$ cat src/assert_macros.svh
// Assertion macros shared by the RTL that checks itself.
`ifndef ASSERT_MACROS_SVH
`define ASSERT_MACROS_SVH

// Same-cycle implication, checked out of reset.
`define AST_IMP(lbl, clk, rst_n, ante, cons) \
  lbl: assert property (@(posedge clk) disable iff (!rst_n) (ante) |-> (cons)) \
    else $error("assertion failed");

// Next-cycle implication, checked out of reset.
`define AST_NXT(lbl, clk, rst_n, ante, cons) \
  lbl: assert property (@(posedge clk) disable iff (!rst_n) (ante) |=> (cons)) \
    else $error("assertion failed");

`endif

$ cat src/tbsm_pkg.sv
package tbsm_pkg;

  // Widths and counts
  localparam int BLOCK_ID_BITS = 32;
  localparam int ID_W          = 32;
  localparam int LIMIT_W       = 16;
  localparam int ELAPSED_W     = 17;
  localparam int NUM_SLOTS     = 3;
  localparam int KIND_W        = 3;
  localparam int STATUS_W      = 3;
  localparam int SLOT_W        = 2;

  localparam logic [LIMIT_W-1:0] WAIT_LIMIT_RST = LIMIT_W'(100);

  // Stored block ids keep only BLOCK_ID_BITS bits
  localparam logic [ID_W-1:0] BLOCK_MASK =
    (BLOCK_ID_BITS >= ID_W) ? {ID_W{1'b1}} : ID_W'((64'd1 << BLOCK_ID_BITS) - 64'd1);

  typedef logic [SLOT_W-1:0] slot_idx_t;
  typedef logic [ID_W-1:0]   load_tag_t;

  typedef enum logic [KIND_W-1:0] {
    KIND_ACQ_LOAD    = 3'd0,
    KIND_MARK_LOADED = 3'd1,
    KIND_ACQ_COMPUTE = 3'd2,
    KIND_REL_COMPUTE = 3'd3,
    KIND_ROTATE      = 3'd4,
    KIND_TICK        = 3'd5
  } kind_t;

  typedef enum logic [STATUS_W-1:0] {
    STAT_DONE      = 3'd0,
    STAT_GRANTED   = 3'd1,
    STAT_NO_EMPTY  = 3'd2,
    STAT_WAITING   = 3'd3,
    STAT_EMERGENCY = 3'd4,
    STAT_BUSY      = 3'd5
  } status_t;

  typedef enum logic [1:0] {
    SLOT_EMPTY     = 2'd0,
    SLOT_LOADING   = 2'd1,
    SLOT_READY     = 2'd2,
    SLOT_COMPUTING = 2'd3
  } slot_st_t;

  localparam slot_idx_t COMPUTE_IDX_RST = 2'd0;
  localparam slot_idx_t READY_IDX_RST   = 2'd1;
  localparam slot_idx_t LOADING_IDX_RST = 2'd2;

  typedef struct packed {
    logic [KIND_W-1:0] kind;
    load_tag_t         load_tag;
  } req_t;

  typedef struct packed {
    status_t   status;
    slot_idx_t slot;
    load_tag_t slot_block;
    logic      ready_available;
  } res_t;

  // Out-of-range slot numbers fold to slot 0
  function automatic slot_idx_t fix_idx(input slot_idx_t i);
    return (i < slot_idx_t'(NUM_SLOTS)) ? i : slot_idx_t'(0);
  endfunction

endpackage

$ cat src/tbsm_if.sv
// Request channel
interface tbsm_in_if;
  import tbsm_pkg::*;
  logic                valid;
  logic                ready;
  logic [KIND_W-1:0]   kind;
  logic [ID_W-1:0]     load_tag;
  modport source (output valid, output kind, output load_tag, input ready);
  modport sink   (input valid, input kind, input load_tag, output ready);
endinterface

// Result channel
interface tbsm_out_if;
  import tbsm_pkg::*;
  logic                valid;
  logic                ready;
  logic [STATUS_W-1:0] status;
  logic [SLOT_W-1:0]   slot;
  logic [ID_W-1:0]     slot_block;
  logic                ready_available;
  modport source (output valid, output status, output slot, output slot_block,
                  output ready_available, input ready);
  modport sink   (input valid, input status, input slot, input slot_block,
                  input ready_available, output ready);
endinterface

// Configuration write channel
interface tbsm_cfg_if;
  import tbsm_pkg::*;
  logic               valid;
  logic               ready;
  logic [LIMIT_W-1:0] wait_limit;
  modport source (output valid, output wait_limit, input ready);
  modport sink   (input valid, input wait_limit, output ready);
endinterface

$ cat src/tbsm_in_stage.sv
module tbsm_in_stage (
  input  logic          clk,
  input  logic          rst_n,
  tbsm_in_if.sink       in_ch,
  input  logic          adv,
  output logic          vld,
  output tbsm_pkg::req_t req
);
  import tbsm_pkg::*;

  logic vld_r;
  req_t req_r;

  // Take a new beat whenever the held one moves on or the stage is empty
  assign in_ch.ready = !vld_r || adv;

  always_ff @(posedge clk) begin
    if (!rst_n) begin
      vld_r <= 1'b0;
    end else if (in_ch.ready) begin
      vld_r <= in_ch.valid;
    end
  end

  always_ff @(posedge clk) begin
    if (in_ch.ready && in_ch.valid) begin
      req_r.kind     <= in_ch.kind;
      req_r.load_tag <= in_ch.load_tag;
    end
  end

  assign vld = vld_r;
  assign req = req_r;

endmodule

$ cat src/tbsm_slot_core.sv
module tbsm_slot_core (
  input  logic           clk,
  input  logic           rst_n,
  tbsm_cfg_if.sink       cfg_ch,
  input  logic           go,
  input  tbsm_pkg::req_t req,
  output tbsm_pkg::res_t res
);
  import tbsm_pkg::*;

  logic [LIMIT_W-1:0]   limit_r;
  slot_st_t             st_r    [NUM_SLOTS];
  slot_st_t             st_nxt  [NUM_SLOTS];
  load_tag_t            blk_r   [NUM_SLOTS];
  load_tag_t            blk_nxt [NUM_SLOTS];
  slot_idx_t            ci_r, ci_nxt;
  slot_idx_t            ri_r, ri_nxt;
  slot_idx_t            li_r, li_nxt;
  logic                 wp_r, wp_nxt;
  logic [ELAPSED_W-1:0] we_r, we_nxt;

  logic                 empty_found;
  slot_idx_t            empty_idx;
  slot_idx_t            emerg_idx;
  slot_idx_t            rdy;
  slot_idx_t            cmp;
  logic                 rdy_ok;
  logic [ELAPSED_W-1:0] we_inc;
  status_t              rep_status;
  slot_idx_t            rep_slot;
  slot_idx_t            rep_fix;
  logic                 rep_valid;

  // Configuration register, always ready
  assign cfg_ch.ready = 1'b1;

  always_ff @(posedge clk) begin
    if (!rst_n) begin
      limit_r <= WAIT_LIMIT_RST;
    end else if (cfg_ch.valid) begin
      limit_r <= cfg_ch.wait_limit;
    end
  end

  // Slot searches over the current state
  always_comb begin
    empty_found = 1'b0;
    empty_idx   = slot_idx_t'(0);
    emerg_idx   = fix_idx(ci_r);
    for (int i = NUM_SLOTS - 1; i >= 0; i--) begin
      if (st_r[i] == SLOT_EMPTY) begin
        empty_found = 1'b1;
        empty_idx   = slot_idx_t'(i);
      end
      if (st_r[i] != SLOT_COMPUTING) begin
        emerg_idx = slot_idx_t'(i);
      end
    end
  end

  assign rdy    = fix_idx(ri_r);
  assign cmp    = fix_idx(ci_r);
  assign rdy_ok = (st_r[rdy] == SLOT_READY);
  assign we_inc = (we_r == {ELAPSED_W{1'b1}}) ? we_r : we_r + ELAPSED_W'(1);

  // Request decode and next state
  always_comb begin
    st_nxt     = st_r;
    blk_nxt    = blk_r;
    ci_nxt     = ci_r;
    ri_nxt     = ri_r;
    li_nxt     = li_r;
    wp_nxt     = wp_r;
    we_nxt     = we_r;
    rep_status = STAT_DONE;
    rep_slot   = ci_r;
    rep_valid  = 1'b1;
    case (req.kind)
      KIND_ACQ_LOAD: begin
        if (empty_found) begin
          st_nxt[empty_idx]  = SLOT_LOADING;
          blk_nxt[empty_idx] = req.load_tag & BLOCK_MASK;
          li_nxt             = empty_idx;
          rep_status         = STAT_GRANTED;
          rep_slot           = empty_idx;
        end else begin
          rep_status = STAT_NO_EMPTY;
          rep_valid  = 1'b0;
        end
      end
      KIND_MARK_LOADED: begin
        if (st_r[fix_idx(li_r)] == SLOT_LOADING) begin
          st_nxt[fix_idx(li_r)] = SLOT_READY;
        end
        rep_slot = fix_idx(li_r);
      end
      KIND_ACQ_COMPUTE: begin
        if (wp_r) begin
          rep_status = STAT_BUSY;
        end else if (rdy_ok) begin
          st_nxt[rdy] = SLOT_COMPUTING;
          ci_nxt      = rdy;
          rep_status  = STAT_GRANTED;
          rep_slot    = rdy;
        end else begin
          wp_nxt     = 1'b1;
          we_nxt     = '0;
          rep_status = STAT_WAITING;
          rep_slot   = ri_r;
        end
      end
      KIND_REL_COMPUTE: begin
        if (st_r[cmp] == SLOT_COMPUTING) begin
          st_nxt[cmp]  = SLOT_EMPTY;
          blk_nxt[cmp] = '0;
        end
        rep_slot = cmp;
      end
      KIND_ROTATE: begin
        if (st_r[cmp] == SLOT_COMPUTING) begin
          st_nxt[cmp] = SLOT_EMPTY;
        end
        ci_nxt   = rdy;
        ri_nxt   = fix_idx(li_r);
        li_nxt   = cmp;
        rep_slot = rdy;
      end
      KIND_TICK: begin
        if (wp_r) begin
          we_nxt = we_inc;
          if (rdy_ok) begin
            st_nxt[rdy] = SLOT_COMPUTING;
            ci_nxt      = rdy;
            wp_nxt      = 1'b0;
            rep_status  = STAT_GRANTED;
            rep_slot    = rdy;
          end else if (we_inc > ELAPSED_W'(limit_r)) begin
            wp_nxt     = 1'b0;
            rep_status = STAT_EMERGENCY;
            rep_slot   = emerg_idx;
          end else begin
            rep_status = STAT_WAITING;
            rep_slot   = ri_r;
          end
        end
      end
      default: begin
        rep_status = STAT_DONE;
      end
    endcase
  end

  // Result as seen after the update
  assign rep_fix             = fix_idx(rep_slot);
  assign res.status          = rep_status;
  assign res.slot            = rep_valid ? rep_fix : slot_idx_t'(0);
  assign res.slot_block      = rep_valid ? blk_nxt[rep_fix] : '0;
  assign res.ready_available = (st_nxt[fix_idx(ri_nxt)] == SLOT_READY);

  // State registers, updated once per processed beat
  always_ff @(posedge clk) begin
    if (!rst_n) begin
      for (int i = 0; i < NUM_SLOTS; i++) begin
        st_r[i]  <= SLOT_EMPTY;
        blk_r[i] <= '0;
      end
      ci_r <= COMPUTE_IDX_RST;
      ri_r <= READY_IDX_RST;
      li_r <= LOADING_IDX_RST;
      wp_r <= 1'b0;
      we_r <= '0;
    end else if (go) begin
      st_r  <= st_nxt;
      blk_r <= blk_nxt;
      ci_r  <= ci_nxt;
      ri_r  <= ri_nxt;
      li_r  <= li_nxt;
      wp_r  <= wp_nxt;
      we_r  <= we_nxt;
    end
  end

endmodule

$ cat src/tbsm_out_stage.sv
module tbsm_out_stage (
  input  logic           clk,
  input  logic           rst_n,
  input  logic           load,
  input  tbsm_pkg::res_t res,
  output logic           free,
  tbsm_out_if.source     out_ch
);
  import tbsm_pkg::*;

  logic out_vld_r;
  res_t res_r;

  // Register can take a beat when empty or being drained this cycle
  assign free = !out_vld_r || out_ch.ready;

  always_ff @(posedge clk) begin
    if (!rst_n) begin
      out_vld_r <= 1'b0;
    end else if (free) begin
      out_vld_r <= load;
    end
  end

  always_ff @(posedge clk) begin
    if (free && load) begin
      res_r <= res;
    end
  end

  assign out_ch.valid           = out_vld_r;
  assign out_ch.status          = res_r.status;
  assign out_ch.slot            = res_r.slot;
  assign out_ch.slot_block      = res_r.slot_block;
  assign out_ch.ready_available = res_r.ready_available;

endmodule

$ cat src/triple_buffer_slot_manager_core.sv
// Triple-buffer slot manager: three buffer slots, each empty, loading,
// ready or computing, with compute, ready and loading indices.
// in_ch carries one request per beat (kind, load_tag); out_ch returns
// exactly one result beat per request, in order (status, slot,
// slot_block, ready_available). cfg_ch writes wait_limit and is always
// ready.
// A request accepted on in_ch is held in the input register and processed
// when the result register can take it; its result is valid from then on.
// Throughput: one request per cycle while out_ch drains; the slot update is
// a single pass over the three slots between the input and result registers.
// Reset (rst_n low, synchronous): all slots empty with block id 0,
// compute/ready/loading indices 0/1/2, no pending wait, wait_limit 100.
// When out_ch stalls, the result is held and the input register keeps one
// more beat; in_ch.ready drops only while both are full and out_ch.ready
// is low.
module triple_buffer_slot_manager_core (
  input  logic       clk,
  input  logic       rst_n,
  tbsm_in_if.sink    in_ch,
  tbsm_cfg_if.sink   cfg_ch,
  tbsm_out_if.source out_ch
);
  import tbsm_pkg::*;
  `include "assert_macros.svh"

  logic s1_vld;
  req_t s1_req;
  res_t core_res;
  logic out_free;
  logic adv;

  // Held request moves on when the result register can take it
  assign adv = s1_vld && out_free;

  tbsm_in_stage u_in (
    .clk   (clk),
    .rst_n (rst_n),
    .in_ch (in_ch),
    .adv   (adv),
    .vld   (s1_vld),
    .req   (s1_req)
  );

  tbsm_slot_core u_core (
    .clk    (clk),
    .rst_n  (rst_n),
    .cfg_ch (cfg_ch),
    .go     (adv),
    .req    (s1_req),
    .res    (core_res)
  );

  tbsm_out_stage u_out (
    .clk    (clk),
    .rst_n  (rst_n),
    .load   (adv),
    .res    (core_res),
    .free   (out_free),
    .out_ch (out_ch)
  );

  // A draining sink never back-pressures the request side
  `AST_IMP(a_no_bubble, clk, rst_n, out_ch.ready, in_ch.ready)
  // An accepted beat passes through the input register into the result register when not stalled
  `AST_NXT(a_latency, clk, rst_n, (in_ch.valid && in_ch.ready) ##1 out_ch.ready, out_ch.valid)
  // Reported slot numbers stay in range
  `AST_IMP(a_slot_range, clk, rst_n, out_ch.valid, out_ch.slot != 2'd3)
  // A failed load reports no slot
  `AST_IMP(a_no_empty_zero, clk, rst_n, out_ch.valid && (out_ch.status == STAT_NO_EMPTY), (out_ch.slot == 2'd0) && (out_ch.slot_block == '0))

endmodule

$ cat src/flat_wrapper.sv
// flat-port wrapper written by rule: the top's interface ports become plain ports
module triple_buffer_slot_manager_core_flat import tbsm_pkg::*;
  (clk, rst_n, in_ch_valid, in_ch_kind, in_ch_load_tag, in_ch_ready, cfg_ch_valid, cfg_ch_wait_limit, cfg_ch_ready, out_ch_valid, out_ch_status, out_ch_slot, out_ch_slot_block, out_ch_ready_available, out_ch_ready);
  tbsm_in_if in_ch_i ();
  tbsm_cfg_if cfg_ch_i ();
  tbsm_out_if out_ch_i ();
  input  logic clk;
  input  logic rst_n;
  input wire logic [$bits(in_ch_i.valid)-1:0] in_ch_valid;
  input wire logic [$bits(in_ch_i.kind)-1:0] in_ch_kind;
  input wire logic [$bits(in_ch_i.load_tag)-1:0] in_ch_load_tag;
  output wire logic [$bits(in_ch_i.ready)-1:0] in_ch_ready;
  input wire logic [$bits(cfg_ch_i.valid)-1:0] cfg_ch_valid;
  input wire logic [$bits(cfg_ch_i.wait_limit)-1:0] cfg_ch_wait_limit;
  output wire logic [$bits(cfg_ch_i.ready)-1:0] cfg_ch_ready;
  output wire logic [$bits(out_ch_i.valid)-1:0] out_ch_valid;
  output wire logic [$bits(out_ch_i.status)-1:0] out_ch_status;
  output wire logic [$bits(out_ch_i.slot)-1:0] out_ch_slot;
  output wire logic [$bits(out_ch_i.slot_block)-1:0] out_ch_slot_block;
  output wire logic [$bits(out_ch_i.ready_available)-1:0] out_ch_ready_available;
  input wire logic [$bits(out_ch_i.ready)-1:0] out_ch_ready;
  assign in_ch_i.valid = in_ch_valid;
  assign in_ch_i.kind = in_ch_kind;
  assign in_ch_i.load_tag = in_ch_load_tag;
  assign in_ch_ready = in_ch_i.ready;
  assign cfg_ch_i.valid = cfg_ch_valid;
  assign cfg_ch_i.wait_limit = cfg_ch_wait_limit;
  assign cfg_ch_ready = cfg_ch_i.ready;
  assign out_ch_valid = out_ch_i.valid;
  assign out_ch_status = out_ch_i.status;
  assign out_ch_slot = out_ch_i.slot;
  assign out_ch_slot_block = out_ch_i.slot_block;
  assign out_ch_ready_available = out_ch_i.ready_available;
  assign out_ch_i.ready = out_ch_ready;
  triple_buffer_slot_manager_core u_core (.clk(clk), .rst_n(rst_n), .in_ch(in_ch_i), .cfg_ch(cfg_ch_i), .out_ch(out_ch_i));
endmodule
$ cat config.mk
export PLATFORM = sky130hd
export DESIGN_NAME = triple_buffer_slot_manager_core_flat
export DESIGN_NICKNAME = d
export VERILOG_FILES = /design/src/tbsm_pkg.sv /design/src/tbsm_if.sv /design/src/tbsm_in_stage.sv /design/src/tbsm_slot_core.sv /design/src/tbsm_out_stage.sv /design/src/triple_buffer_slot_manager_core.sv /design/src/flat_wrapper.sv
export VERILOG_INCLUDE_DIRS = /design/src /design/src/src
export SDC_FILE = /design/constraint.sdc
export NUM_CORES = 1
export LEC_CHECK = 0
export BUFFER_PORTS_ARGS = -buffer_cell sky130_fd_sc_hd__buf_2
export CAP_MARGIN = 40
export CORE_MARGIN = 5
export CORE_UTILIZATION = 55
export DETAILED_ROUTE_END_ITERATION = 10
export GPL_TIMING_DRIVEN = 0
export HOLD_SLACK_MARGIN = 0.08
export PLACE_DENSITY = 0.75
export SYNTH_ARGS = -nofsm -noshare
export SYNTH_HDL_FRONTEND = slang
export SYNTH_SLANG_ARGS = --single-unit
$ cat constraint.sdc
create_clock -name clk -period 5.2 [get_ports clk]
set_input_delay 0.52 -clock clk [delete_from_list [all_inputs] [get_ports clk]]
set_output_delay 0.52 -clock clk [all_outputs]
set_load 0.01 [all_outputs]
=== Yosys cells after proc, flatten, opt, wreduce, memory -nomap -nowiden ===
Index checks and enable logic that the tools add are counted.

* Bits in latches: 0
* Bits in read-only memories: 0
* Word-level logic and storage cells: 180
* Memory bits (writable): 0
* Register bits: 217
* Memories: 0

* Equality and inequality tests: 17
* Div/mod/pow operators: 0
* Shift-type cells: 0
* Magnitude comparators: 16
* $mul: 0
* Bitwise logic cells: 17
* Mux-type cells: 86
* $add $sub $neg: 1
* Reductions and logical operators: 23

{| class="wikitable"
|+ Operator list
! operator !! number
|-
| 96-bit two-way mux || 2
|-
| 96-bit case mux with 2 select lines || 1
|-
| 32-bit demux with 2-bit select || 2
|-
| 32-bit two-way mux || 4
|-
| 96-bit AND || 1
|-
| 96-bit bitwise mux || 1
|-
| 96-bit NOT || 1
|-
| 2-bit two-way mux || 36
|-
| 17-bit two-way mux || 4
|-
| 32-bit binary-select mux with 2-bit select || 1
|-
| 6-bit two-way mux || 6
|-
| 17-bit case mux with 2 select lines || 1
|-
| 6-bit case mux with 5 select lines || 1
|-
| 3-bit >= comparator (second input constant) || 6
|-
| 2-bit NOT with 3-bit output || 6
|-
| 17-bit by 1-bit adder with 17-bit output (second input constant) || 1
|-
| 17-bit equality test (second input constant) || 1
|-
| 17-bit by 16-bit greater-than comparator with 1-bit output || 1
|-
| 2-bit binary-select mux with 2-bit select || 4
|-
| 2-bit demux with 2-bit select || 4
|-
| 2-bit != test (second input constant) || 7
|-
| 3-bit by 1-bit < comparator with 1-bit output (second input constant) || 4
|-
| 3-bit two-way mux || 4
|-
| 2-bit case mux with 6 select lines || 1
|-
| 29 further kinds || 60
|}

=== Longest topological paths before layout ===
* Depth in word-level cells: 17
* Gate-level depth with buffers: 20
* Gate-level depth less buffers: 18

=== By module ===
A second synthesis with hierarchy kept.

* Cell total of the unflattened synthesis: 1252
* Area, all modules: 11845.1 sq um

{| class="wikitable"
|+ By module, submodules not included
! module !! area an instance (sq um) !! cells an instance !! seq. area each (sq um) !! times used
|-
| tbsm_slot_core || 9531.6 || 1168 || 2842.7 || 1
|-
| tbsm_out_stage || 1198.6 || 43 || 1161.1 || 1
|-
| tbsm_in_stage || 1108.6 || 40 || 1071.0 || 1
|-
| triple_buffer_slot_manager_core || 6.3 || 1 || 0.0 || 1
|}

=== Worst setup path after synthesis ===
Ideal clock, no wire load.

* Kind: register to register
* Start: register u_core.u_core.we_r[14]
* End: register u_core.u_out.res_r (netlist bit u_core.u_out.out_ch.slot_block[2]) (data pin)
* Buffers on the path: 3
* Library setup time: 0.277 ns
* Data arrival time: 4.186 ns
* Required time: 4.923 ns
* Period minus slack after synthesis: 4.463 ns
* Path slack: 0.737 ns
* Stages on the path, launching flop included: 21
* Path through: dfxtp_1 > and3_1 > and4_1 > clkbuf_1 > a31o_2 > nor2_1 > and4_1 > nand4_1 > xnor2_1 > ha_1 > nand3_1 > nor4_2 > o21ai_1 > o211ai_1 > a21oi_1 > o311a_1 > or3_1 > buf_2 > buf_4 > nand3_1 > a31oi_1

* Word-level cells in the longest chain between the ends: 13
* Elaborated cells between the ends (all ways): 14

{| class="wikitable"
|+ RTL lines
! element !! line !! source
|-
| from (decl) || tbsm_slot_core.sv:20 || <nowiki>logic [ELAPSED_W-1:0] we_r, we_nxt;</nowiki>
|-
| from (signal assigned) || tbsm_slot_core.sv:179 || <nowiki>we_r <= we_nxt;</nowiki>
|-
| 17-bit by 1-bit adder with 17-bit output / 17-bit equality test (equally long branches) || tbsm_slot_core.sv:64 || <nowiki>assign we_inc = (we_r == {ELAPSED_W{1'b1}}) ? we_r : we_r + ELAPSED_W'(1);</nowiki>
|-
| 17-bit two-way mux * || tbsm_slot_core.sv:64 ||
|-
| 17-bit by 16-bit greater-than comparator with 1-bit output * || tbsm_slot_core.sv:137 || <nowiki>end else if (we_inc > ELAPSED_W'(limit_r)) begin</nowiki>
|-
| 2-bit two-way mux * || tbsm_slot_core.sv:137 ||
|-
| 2-bit two-way mux * || tbsm_slot_core.sv:131 || <nowiki>if (rdy_ok) begin</nowiki>
|-
| 2-bit two-way mux * || tbsm_slot_core.sv:129 || <nowiki>if (wp_r) begin</nowiki>
|-
| 2-bit case mux with 6 select lines * || tbsm_slot_core.sv:78 || <nowiki>case (req.kind)</nowiki>
|-
| 2-bit < comparator || tbsm_pkg.sv:65 || <nowiki>return (i < slot_idx_t'(NUM_SLOTS)) ? i : slot_idx_t'(0);</nowiki>
|-
| 2-bit two-way mux * || tbsm_pkg.sv:65 ||
|-
| 2-bit NOT with 3-bit output (implied by the code) * || tbsm_slot_core.sv:157 || <nowiki>assign res.slot_block = rep_valid ? blk_nxt[rep_fix] : '0;</nowiki>
|-
| 32-bit binary-select mux with 2-bit select * || tbsm_slot_core.sv:157 ||
|-
| 32-bit two-way mux (implied by the code) * (2 in series) || tbsm_slot_core.sv:157 ||
|-
| to (signal assigned) || tbsm_out_stage.sv:27 || <nowiki>res_r <= res;</nowiki>
|-
| to (decl) || tbsm_out_stage.sv:12 || <nowiki>res_t res_r;</nowiki>
|}

Every way passes the cells marked *; elsewhere a longest branch is shown, timed or not. The select of a mux whose other input is x is not followed.
A chain may end at the register's enable or synchronous reset.

=== Worst setup path in the final report ===
* Start: register u_core.u_core.we_r[13]
* End: register u_core.u_out.res_r (netlist bit u_core.u_out.out_ch.slot_block[2]) (data pin)

The elaborated chain is that of the path after synthesis.

==> flow_metrics.env <==
export IMPL_status="finished clean"
export IMPL_cts_inserted_buffers=24
export IMPL_syn2layout_area_growth_pct=15.60
export IMPL_crit_path_frequent_cell="buf_4"
export IMPL_timing_hold_worst_class="in2reg"
export IMPL_reg2reg_from="u_core.u_core.we_r[13]"
export IMPL_initial_utilization_pct=55.97
export IMPL_synth_seq_cells=217
export IMPL_max_cap_violations=0
export IMPL_vias_per_cell=6.246
export IMPL_nNetsFinal=1429
export IMPL_path_clk_slew_ns=0.06
export IMPL_reg2reg_depth=22
export IMPL_min_period_over_period_pct=94.78
export IMPL_hold_buffers=0
export IMPL_maxUsedRoutingLayer="met4"
export IMPL_p_comb_share_pct=12.1
export IMPL_htree_num_levels=1
export IMPL_synthCells=1224
export IMPL_fmax_ghz=0.2029
export IMPL_setup_violations_final=0
export IMPL_synth_top_area_share_pct=26.38
export IMPL_synth_edff_count=73
export IMPL_final_hold_violation_count=0
export IMPL_synth_seq_area_share_pct=46.43
export IMPL_setup_tns_ns=0
export IMPL_clkPwrFrac_pct=40.7
export IMPL_cts_root_buf="clkbuf_16"
export IMPL_cp_depth=22
export IMPL_nFillCells=1672
export IMPL_critPathRequiredTime_ns=5.44
export IMPL_placedCellCount=1586
export IMPL_p_int_w=0.002948
export IMPL_dp_hpwl_microns=22200
export IMPL_syn_num_nets=1303
export IMPL_drtIter0Drc=1200
export IMPL_peakVddDrop_v=0.0002933
export IMPL_layout_commonest_cell="dfxtp_1"
export IMPL_drt_met1_wl_microns=13760
export IMPL_crit_path_top_delay_cell="or3_1"
export IMPL_skew_ns=0.02595
export IMPL_grt_pass1_vias=9507
export IMPL_seq_power_share_pct=47.2
export IMPL_power_w=0.004005
export IMPL_synthFlopType="dfxtp_1"
export IMPL_met3WireLength_microns=2937
export IMPL_arrival_ns=5.17
export IMPL_min_period_ns=4.929
export IMPL_row_count=51
export IMPL_tightest_slew_ns=0.9338
export IMPL_drive_above_1_share_pct=13.46
export IMPL_die_area_sq_mm=0.02279
export IMPL_place_congestion=0.9752
export IMPL_drc_errors=0
export IMPL_cts_buffer_depth=3
export IMPL_cp_max_fo=10
export IMPL_multi_input_area_sq_mm=0.005370
export IMPL_antenna_found_initial=0
export IMPL_syn_area_sq_mm=0.01093
export IMPL_postLayoutCoreUtil_pct=64.71
export IMPL_core_area_sq_mm=0.01953
export IMPL_chipHeight_microns=151.0
export IMPL_ys_warn_count=0
export IMPL_worstHoldStart="in_ch_load_tag[19]"
export IMPL_grt_usage_pct=27.96
export IMPL_cts_tree="yes"
export IMPL_grt_first_pass_wirelength_microns=51100
export IMPL_start_kind="register"
export IMPL_grt_max_degree=31
export IMPL_worstPathBufferInverterCount=5
export IMPL_dr_total_vias=10193
export IMPL_p_sw_share_pct=26.38
export IMPL_drt_pre_antenna_iters=6
export IMPL_p_per_area_mw_per_mm2=317.0
export IMPL_path_class="reg2reg"
export IMPL_max_stage_delay_ns=0.37
export IMPL_dr_wl_met2_microns=14920
export IMPL_r2r_setup_slack_ns=0.27
export IMPL_critPathTopFamily="simple AND/OR/NAND/NOR gates"
export IMPL_r2r_end="u_core.u_out.out_ch.slot_block[2]"
export IMPL_totalWireLength_microns=32440
export IMPL_diodes=0
export IMPL_worstSkewPairLatency_ns=0.54
export IMPL_netSwitchingPower_w=0.001056
export IMPL_hold_depth=1
export IMPL_maxSlewViolCount=0
export IMPL_clock_sinks=217
export IMPL_synth_largest_area_cell="dfxtp_1"
export IMPL_wl_per_cell_microns=19.88
export IMPL_path_cells="and3_1, and4_1, clkbuf_1, a31o_2, nor2_4, and4_1, nand4_1, xnor2_1, ha_1, nand3_1, nor4_4, o21ai_2, o211ai_1, buf_4, mux2i_4, a211oi_4, buf_4, or3_1, buf_2, buf_4, nand3_1, a31oi_1"
export IMPL_synth_area_per_cell_sq_um=8.929
export IMPL_synth_async_sr_flop_share_pct=0
export IMPL_synth_cell_types=69
export IMPL_layout_common_cells="dfxtp_1 (144), nor2_1 (131), nand2_1 (129)"
export IMPL_regArea_sq_mm=0.005075
export IMPL_power_leakage_nw=4.603
export IMPL_die_x_microns=151.0
export IMPL_slew_headroom_pct=37.41
export IMPL_synthTopCellsByArea="dfxtp_1 (26%), edfxtp_1 (20%), a22oi_1 (4.7%)"
export IMPL_gr_total_overflow=0
export IMPL_fin_cells=1632
export IMPL_boundaryPins=97
export IMPL_portBuffers=94
export IMPL_holdPathEnd="u_core.u_in.req[19]"
export IMPL_postRouteAntennaNets=0
export IMPL_endpoint_kind="register"
-- through the flow --
| stage | instance area, sq um | hold WS [ns] | worst slack (ns) |
|---|---|---|---|
| after floorplan | 10930 | 0.4360 | 0.7370 |
| after global placement | 11730 | 0.4409 | -0.3268 |
| after detailed placement | 11780 | 0.4463 | -0.3911 |
| after CTS | 12580 | 0.1429 | 0.01335 |
| after global routing | 12630 | 0.1429 | -0.007613 |
| final | 12630 | 0.1534 | 0.2713 |
-- metal layers --
metal / vias to the layer above / track usage (%)
met5: - / 0
met4: 0 / 7.616
met3: 81 / 4.548
met2: 540 / 44.54
met1: 4790 / 39.70
li1: 4782 / -
-- synthesized netlist by cell type, types with 3 or more instances --
master	instances
dfxtp_1	144
xnor2_1	12
o21ai_0	37
nor2_1	133
a21o_1	9
edfxtp_1	73
o21ai_1	5
nand2b_1	4
a211oi_1	68
o211ai_1	30
nand4_1	8
clkbuf_1	83
nor2b_1	7
a31oi_1	27
a22oi_1	69
nor3b_1	6
a221oi_1	3
inv_1	38
a21oi_1	83
o22ai_1	3
mux2i_1	16
nand2_1	129
buf_2	13
a22o_1	33
buf_4	5
nand3_1	40
ha_1	23
nand3b_1	3
nor3_1	19
and3_1	5
or3_1	44
-- worst reg2reg max path, cell delays in order (launching register included) --
cell and delay (ns):
dfxtp_1 0.35, and3_1 0.20, and4_1 0.21, clkbuf_1 0.15, a31o_2 0.33, nor2_4 0.14, and4_1 0.26, nand4_1 0.18
xnor2_1 0.19, ha_1 0.30, nand3_1 0.16, nor4_4 0.26, o21ai_2 0.12, o211ai_1 0.11, buf_4 0.19, mux2i_4 0.26
a211oi_4 0.11, buf_4 0.20, or3_1 0.37, buf_2 0.16, buf_4 0.18, nand3_1 0.10, a31oi_1 0.11
-- cell families after synthesis --
kind of cell | synth area share [%]
and+or+nand+nor | 18.42
AOI/OAI and AO/OA | 24.52
DFF | 46.43
buffers and inverters | 5.163
adders and majority gates | 2.633
muxes | 1.671
xor gates and xnor gates | 1.122
other | 0.03431
-- registers in the layout (all words and copies together) (netlist names), 2 cells and up --
name / flops
u_core.u_core.blk_r: 96
u_core.u_core.ci_r: 2
u_core.u_core.li_r: 2
u_core.u_core.limit_r: 16
u_core.u_core.ri_r: 2
u_core.u_core.st_r: 6
u_core.u_core.we_r: 17
u_core.u_in.req: 35
u_core.u_out.out_ch.slot: 2
u_core.u_out.out_ch.slot_block: 32
u_core.u_out.out_ch.status: 3
-- timing repair --
action                                  CTS  global route
endpoints found under the setup margin   33            34
gates cloned                              0             0
pin swaps                                 3             1
buffers inserted                          2             1
resized for setup                         8            15
-- power by group through the flow --
stage | clock [W] | sequential (W) | combinational, W
6_report | 0.00163 | 0.00189 | 0.000485
3_5_place_dp | 0 | 0.00192 | 0.000464
4_1_cts | 0.00164 | 0.00189 | 0.000472
3_3_place_gp | 0 | 0.00192 | 0.000451
2_1_floorplan | 0 | 0.00192 | 0.000299
5_1_grt | 0.00172 | 0.00190 | 0.000529
-- final cells by class --
class | instances | share of cell area (%)
Sequential cell | 217 | 40.17
Inverter | 38 | 1.129
Multi-Input combinational cell | 866 | 42.50
Clock buffer | 36 | 5.268
Timing Repair Buffer | 100 | 4.258
Buffer | 103 | 3.397
Tap cell | 265 | 2.624
Clock inverter | 7 | 0.6536
-- worst max-delay path by stage --
stage / start / end / slack [ns]
2_1_floorplan: u_core.u_core.we_r[14] / u_core.u_out.out_ch.slot_block[2] / 0.74
3_3_place_gp: u_core.u_core.we_r[14] / u_core.u_out.out_ch.slot_block[31] / -0.33
3_5_place_dp: u_core.u_core.we_r[14] / u_core.u_out.out_ch.slot_block[31] / -0.39
4_1_cts: u_core.u_core.we_r[13] / u_core.u_out.out_ch.slot_block[4] / 0.01
5_1_grt: u_core.u_core.we_r[13] / u_core.u_out.out_ch.slot_block[2] / -0.008
6_report: u_core.u_core.we_r[13] / u_core.u_out.out_ch.slot_block[2] / 0.27
No activity file was read; power rests on OpenSTA's default activity.
